**src/design/pstsc_pkg.sv**
```systemverilog
// ----------------------------------------------------------------------------
// pstsc_pkg
// Shared types and constants for the point set translate/scale block.
// ----------------------------------------------------------------------------
`default_nettype none
package pstsc_pkg;

  localparam int unsigned CFG_IDX_W = 3;
  localparam int unsigned CFG_DATA_W = 32;

  localparam logic [CFG_IDX_W-1:0] REG_MODE     = 3'd0;
  localparam logic [CFG_IDX_W-1:0] REG_OFFSET_X = 3'd1;
  localparam logic [CFG_IDX_W-1:0] REG_OFFSET_Y = 3'd2;
  localparam logic [CFG_IDX_W-1:0] REG_OFFSET_Z = 3'd3;
  localparam logic [CFG_IDX_W-1:0] REG_FACTOR_X = 3'd4;
  localparam logic [CFG_IDX_W-1:0] REG_FACTOR_Y = 3'd5;
  localparam logic [CFG_IDX_W-1:0] REG_FACTOR_Z = 3'd6;

  localparam logic MODE_TRANSLATE = 1'b0;
  localparam logic MODE_SCALE     = 1'b1;

  localparam int unsigned SUM_W = 38;

  typedef enum logic [2:0] {
    ST_LOAD,
    ST_DIV,
    ST_EMIT_RD,
    ST_EMIT_MUL,
    ST_EMIT_ADD,
    ST_EMIT_OUT
  } state_t;

  typedef struct packed {
    logic load;      // store and accumulate the input point
    logic drop;      // mark dropped point
    logic div_start; // load divider
    logic div_step;  // one restoring step
    logic rd;        // read store at emit index
    logic mul;       // register products
    logic add;       // register sums
    logic emit;      // present result
    logic clear;     // end of run
  } cmd_t;

  typedef struct packed {
    logic full;
    logic div_done;
    logic emit_last;
    logic empty;
  } sts_t;

endpackage
`default_nettype wire

```
**src/design/pstsc_ctrl.sv**
```systemverilog
// ----------------------------------------------------------------------------
// pstsc_ctrl
// Sequencer: load, centroid divide in scale mode, emit stored points.
// ----------------------------------------------------------------------------
`default_nettype none
module pstsc_ctrl (
  input  wire logic            clk,
  input  wire logic            rst,
  input  wire logic            start,
  input  wire logic            last_point,
  input  wire logic            mode,
  input  var  pstsc_pkg::sts_t sts,
  output var  pstsc_pkg::cmd_t cmd,
  output logic                 busy
);

  pstsc_pkg::state_t state, state_next;
  logic take;

  assign take = start && !busy;

  always_ff @(posedge clk) begin
    if (rst) begin
      state <= pstsc_pkg::ST_LOAD;
    end else begin
      state <= state_next;
    end
  end

  always_comb begin
    state_next = state;
    unique case (state)
      pstsc_pkg::ST_LOAD: begin
        if (take && last_point) begin
          if (sts.empty && sts.full) state_next = pstsc_pkg::ST_LOAD;
          else if (mode == pstsc_pkg::MODE_SCALE) state_next = pstsc_pkg::ST_DIV;
          else state_next = pstsc_pkg::ST_EMIT_RD;
        end
      end
      pstsc_pkg::ST_DIV:      if (sts.div_done) state_next = pstsc_pkg::ST_EMIT_RD;
      pstsc_pkg::ST_EMIT_RD:  state_next = pstsc_pkg::ST_EMIT_MUL;
      pstsc_pkg::ST_EMIT_MUL: state_next = pstsc_pkg::ST_EMIT_ADD;
      pstsc_pkg::ST_EMIT_ADD: state_next = pstsc_pkg::ST_EMIT_OUT;
      pstsc_pkg::ST_EMIT_OUT: begin
        state_next = sts.emit_last ? pstsc_pkg::ST_LOAD : pstsc_pkg::ST_EMIT_RD;
      end
      default: state_next = pstsc_pkg::ST_LOAD;
    endcase
  end

  always_comb begin
    cmd  = '0;
    busy = 1'b1;
    unique case (state)
      pstsc_pkg::ST_LOAD: begin
        busy          = 1'b0;
        cmd.load      = take && !sts.full;
        cmd.drop      = take && sts.full;
        cmd.div_start = take && last_point;
        cmd.clear     = take && last_point && sts.empty && sts.full;
      end
      pstsc_pkg::ST_DIV:      cmd.div_step = 1'b1;
      pstsc_pkg::ST_EMIT_RD:  cmd.rd = 1'b1;
      pstsc_pkg::ST_EMIT_MUL: cmd.mul = 1'b1;
      pstsc_pkg::ST_EMIT_ADD: cmd.add = 1'b1;
      pstsc_pkg::ST_EMIT_OUT: begin
        cmd.emit  = 1'b1;
        cmd.clear = sts.emit_last;
      end
      default: cmd = '0;
    endcase
  end

`ifndef SYNTHESIS
  a_busy_after_last: assert property (@(posedge clk) disable iff (rst)
    (take && last_point && !(sts.empty && sts.full)) |=> busy)
    else $error("not busy after last point");
  a_emit_only_out: assert property (@(posedge clk) disable iff (rst)
    cmd.emit |-> state == pstsc_pkg::ST_EMIT_OUT)
    else $error("emit outside output state");
  a_load_idle: assert property (@(posedge clk) disable iff (rst)
    (cmd.load || cmd.drop) |-> !busy)
    else $error("load while busy");
`endif

endmodule
`default_nettype wire

```
**config.mk**
```make
export PLATFORM = sky130hd
export DESIGN_NAME = pstsc_ctrl
export DESIGN_NICKNAME = d
export VERILOG_FILES = /design/src/design/pstsc_pkg.sv /design/src/design/pstsc_ctrl.sv
export SDC_FILE = /design/constraint.sdc
export NUM_CORES = 1
export LEC_CHECK = 0
export BUFFER_PORTS_ARGS = -buffer_cell sky130_fd_sc_hd__buf_2
export CORE_AREA = 3 3 40 42
export DETAILED_ROUTE_END_ITERATION = 6
export DIE_AREA = 0 0 43 45
export PLACE_DENSITY_LB_ADDON = 0.15
export SLEW_MARGIN = 30
export SYNTH_ARGS = -nofsm -noshare
export SYNTH_HDL_FRONTEND = slang
export SYNTH_SLANG_ARGS = --single-unit
```
**constraint.sdc**
```tcl
create_clock -name clk -period 2.7 [get_ports clk]
set_input_delay 0.81 -clock clk [delete_from_list [all_inputs] [get_ports clk]]
set_output_delay 0.81 -clock clk [all_outputs]
set_load 0.005 [all_outputs]
```
==> metrics, run 1 <==
Netlist Area Pre-Place 287 um^2; vias in the first global route 304; post-synthesis cell count 39; Place WS 0.202 ns; yosys warns 0; Clk pwr share 32.7%; crit-path most repeated cell buf_2; DR iter-0 viols 7; CP Launch Type input pin; hold path depth 2; IO Port Bufs 18; worst path required time 1.89 ns; post-cts sizing count 0; maxcap violations 0; Final setup viols 0; DRT antenna net count 0; Fin Setup TNS 0 ns; Setup crit end kind output pin; DRC 0; Total GRT Usage 8.49%; area leader, netlist dfxtp_1; syn_nets 48; critical path class input pin to output pin; first-pass GRT wire length 1.22 mm; Comb power frac 37.1%; Final Skew 0.00187 ns; DR WL/cell 9.92 um; most common cell after layout, fill and taps aside buf_2; power per cell area 617 nW/um^2; FF+latch count, synth 3; largest net degree at the start of global routing 15; fraction of final layout cells sized beyond drive strength 1 44.1%; Core ar. 1280 um^2; CP delay by family, top simple AND/OR/NAND/NOR gates; Die W 43 um; Post-Route WL 734 um; fin nets 69; antenna violations before repair 0; fill count 153; # Post-CTS Setup Buffers 0; Pre-antenna DRT Iters 2; Tmin final 2.50 ns; HPWL after DPL 560 um; I/O pins 19; clock latency on the worst-skew pair 0.23 ns; post-synth top area share 21.0%; end-of-flow core utilization 30.8%; hold endpoint state[2]; Largest regs state (3); worst vdd ir 0.240 mV; top sig layer met3; status complete, no violations; RSZ-0062 raised after global routing no; Netlist cell types 22; Psw 0.0912 mW; Root Driver clkbuf_4; P_leak 0.199 nW; sequential-to-total area share from yosys stat 21.0%; Slew headroom 71.6%; switch share 37.4%; CP peak stage delay 0.45 ns; die height 45 um; synth top area cells dfxtp_1 (21%), buf_6 (12%), nand2_1 (6.6%); met3 WL post-DR 71 um; clock sink count 3; slowest CP cell or4_1; placer congestion estimate 0.685; FP Rows 13; wire length on met2 281 um; number of H-tree levels 1; Vias 324; DIE AREA 1940 um^2; crit-path cells buf_2, nand2_1, or4_1, a21oi_1, buf_2; CTS tree built; CTS clk-pin slew, worst paths 0.04 ns; max FFs per register 3; PnR Total Power 0.244 mW; Hold Buf Count CTS 0; CTS max path bufs 2; Hold WC Path Type register to register; cts bufs inserted 3; Final Hold Vio Count 0; maximum fanout along the worst path 5; Flop pwr share 30.3%; FF-to-FF path depth 3; M1 WL 382 um; diodes inserted 0; fin. max-slew vios 0; largest reg by FF count state; reg2reg start state[1]; CP Buf/Inv Count 2; final worst slack 0.202 ns; Arr. time, crit path 1.69 ns; synthesized area per cell 7.35 um^2; reg2reg setup slack 1.45 ns; fin crit share 92.5%; DR vias/cell 4.38; Starting Density 22.3%; reg2reg end state[1]; internal power 0.153 mW; Slew @ Worst Pin 0.426 ns; gr ovfl total 0; area grow syn2layout 38.0%; Hold Startpoint state[2]; Max Freq 0.400 GHz; most frequent cells in the layout buf_2 (18), nor2_1 (5), nand2_1 (5)
[cells in the mapped netlist]
| master | number |
|---|---|
| a21boi_0 | 1 |
| a221oi_1 | 1 |
| nor3_2 | 1 |
| or4_1 | 1 |
| and2_1 | 1 |
| inv_1 | 3 |
| and3_2 | 1 |
| o21ai_0 | 1 |
| and3_1 | 1 |
| o21ai_1 | 1 |
| dfxtp_1 | 3 |
| o21a_1 | 1 |
| a21oi_1 | 3 |
| o311ai_1 | 1 |
| a221oi_2 | 1 |
| nand2_1 | 5 |
| nand3_1 | 1 |
| and3b_2 | 1 |
| a32oi_1 | 1 |
| nor2_1 | 5 |
| nor3_1 | 2 |
| buf_6 | 3 |
[routing by layer]
layer	global-route usage, %	up-vias
met3	5.58	0
met2	10.5	16
met4	3.61	0
met1	11.3	129
met5	0	-
li1	-	179
[power groups by stage]
stage	clock network (mW)	registers, mW	logic (mW)
after global placement	0	0.0751	0.0922
after floorplan	0	0.0585	0.0822
after detailed placement	0	0.0744	0.0912
after global routing	0.0882	0.0766	0.104
after CTS	0.0837	0.0736	0.0920
final	0.0797	0.0738	0.0904
[area by class of cell]
cell class,count,area (um^2),area share [%]
inverters,3,11.3,2.85
flip-flops and latches,3,60.1,15.2
multi-input cells,30,181,45.9
repair buffers,19,97.6,24.7
clock buffers,4,26.3,6.65
well taps,15,18.8,4.75
[per-stage QoR]
step                cells  hold slack (ns)  instance area [um^2]
global placement       70            0.666                   369
finish                 74            0.645                   395
detailed placement     70            0.653                   369
CTS                    74            0.653                   395
global route           74            0.713                   395
floorplan              39            0.609                   287
[worst max path at each step]
| stage | cells after the start | startpoint | to | slack (ns) |
|---|---|---|---|---|
| 2_1_floorplan | 3 | sts[3] | cmd[0] | 0.42 |
| 3_3_place_gp | 5 | sts[3] | cmd[0] | 0.20 |
| 3_5_place_dp | 5 | sts[3] | cmd[0] | 0.20 |
| 4_1_cts | 5 | sts[3] | cmd[0] | 0.20 |
| 5_1_grt | 5 | sts[3] | cmd[0] | 0.13 |
| 6_report | 5 | sts[3] | cmd[0] | 0.20 |
[tightest hold or removal path, delay by kind of cell (launching register included)]
| family | cells | cell delay, ns |
|---|---|---|
| AOI/OAI and AO/OA | 1 | 0.16 |
| DFF | 1 | 0.39 |
| and+or+nand+nor | 1 | 0.04 |
[cell families after synthesis]
| kind of cell | after synthesis | share of synthesized area (%) |
|---|---|---|
| and+or+nand+nor | 19 | 34.9 |
| AOI/OAI and AO/OA | 11 | 28.4 |
| buffers and inverters | 6 | 15.7 |
| DFF | 3 | 21.0 |
Note: power is estimated with default switching activity, not from simulation.
==> run 2: changes to the inputs <==
CAP_MARGIN = 25   (was unset)
CTS_CLUSTER_DIAMETER = 50   (was unset)
PLACE_DENSITY_LB_ADDON = 0.08   (was 0.15)
==> run 2 against run 1 <==
  * Sequential share of layout area unchanged
  * Clock power decreased by 1%
  * Critical path depth is the same
  * Routed wire length rose by 5.2%
  * Non-clock buffer count is the same
  * Cell count stayed put
  * Sequential power barely moved
  * Via count grew 2.2%
  * Worst setup slack worse by 0.0095 ns
==> metrics, run 2 (synthesis results as in run 1) <==
status complete, no violations; FP Rows 13; area grow syn2layout 38.0%; most common cell after layout, fill and taps aside buf_2; placer congestion estimate 0.739; maxcap violations 0; Fin Setup TNS 0 ns; Setup crit end kind output pin; RSZ-0062 raised after global routing no; DIE AREA 1940 um^2; FF-to-FF path depth 3; worst vdd ir 0.254 mV; DR vias/cell 4.47; Root Driver clkbuf_4; Die W 43 um; gr ovfl total 0; end-of-flow core utilization 30.8%; largest net degree at the start of global routing 15; CP peak stage delay 0.46 ns; most frequent cells in the layout buf_2 (18), nor2_1 (5), nand2_1 (5); IO Port Bufs 18; antenna violations before repair 0; DR WL/cell 10.4 um; Vias 331; Final setup viols 0; Flop pwr share 30.2%; critical path class input pin to output pin; Final Hold Vio Count 0; Comb power frac 37.3%; Hold Buf Count CTS 0; Largest regs state (3); Tmin final 2.51 ns; internal power 0.153 mW; CP Launch Type input pin; DR iter-0 viols 0; clock sink count 3; max FFs per register 3; worst path required time 1.89 ns; die height 45 um; number of H-tree levels 1; Hold WC Path Type register to register; Slew @ Worst Pin 0.421 ns; fin nets 69; post-cts sizing count 0; Final Skew 0.00217 ns; fill count 152; cts bufs inserted 3; # Post-CTS Setup Buffers 0; slowest CP cell or4_1; Core ar. 1280 um^2; Arr. time, crit path 1.70 ns; crit-path cells buf_2, nand2_1, or4_1, a21oi_1, buf_2; diodes inserted 0; vias in the first global route 296; fin crit share 92.9%; Total GRT Usage 8.73%; clock latency on the worst-skew pair 0.23 ns; DRT antenna net count 0; CTS clk-pin slew, worst paths 0.04 ns; Slew headroom 71.9%; HPWL after DPL 613 um; maximum fanout along the worst path 5; P_leak 0.199 nW; fraction of final layout cells sized beyond drive strength 1 44.1%; Clk pwr share 32.4%; Max Freq 0.399 GHz; switch share 37.2%; largest reg by FF count state; Psw 0.0905 mW; power per cell area 615 nW/um^2; Pre-antenna DRT Iters 1; Starting Density 22.3%; I/O pins 19; Post-Route WL 772 um; CTS tree built; crit-path most repeated cell buf_2; CTS max path bufs 2; hold path depth 2; DRC 0; first-pass GRT wire length 1.24 mm; fin. max-slew vios 0
-- run 2: cell counts in the layout (fill, tap and decap cells not counted) --
Identical to the previous run, type by type.
-- run 2: critical path: cells and delay by family --
family	cells	cell delay, ns
simple gates	2	0.51
compound gates	1	0.14
buf+inv	2	0.24
-- run 2: stage by stage --
stage	hold slack [ns]	power [mW]	instance area (um^2)	cells	setup WS [ns]
floorplan	0.609	0.141	287	39	0.424
global placement	0.669	0.169	369	70	0.198
detailed placement	0.657	0.167	369	70	0.193
CTS	0.665	0.249	395	74	0.186
global route	0.731	0.268	395	74	0.156
finish	0.665	0.243	395	74	0.192
-- run 2: final cells by class --
type | count | area, um^2 | share of cell area, %
clock buffers | 4 | 26.3 | 6.65
inverters | 3 | 11.3 | 2.85
multi-input cells | 30 | 181 | 45.9
flip-flops and latches | 3 | 60.1 | 15.2
well taps | 15 | 18.8 | 4.75
repair buffers | 19 | 97.6 | 24.7
-- run 2: path summary, 6_finish.rpt --
kind	start	end	slack, ns
setup / recovery	sts[3]	cmd[0]	0.19
hold reg to reg	state[2]	state[2]	0.67
hold / removal	state[2]	state[2]	0.67
setup reg to reg	state[1]	state[1]	1.48
-- run 2: power by group through the flow --
stage	registers (mW)	logic [mW]	clock network (mW)
4_1_cts	0.0734	0.0930	0.0827
2_1_floorplan	0.0585	0.0822	0
5_1_grt	0.0761	0.102	0.0905
3_5_place_dp	0.0742	0.0927	0
6_report	0.0735	0.0907	0.0789
3_3_place_gp	0.0750	0.0945	0
-- run 2: routing by layer --
metal | vias up | track usage (%) | wire length (um)
met1 | 143 | 10.8 | 374
met2 | 10 | 12.3 | 337
li1 | 178 | - | -
met4 | 0 | 1.81 | 0
met3 | 0 | 6.37 | 61
met5 | - | 0 | 0
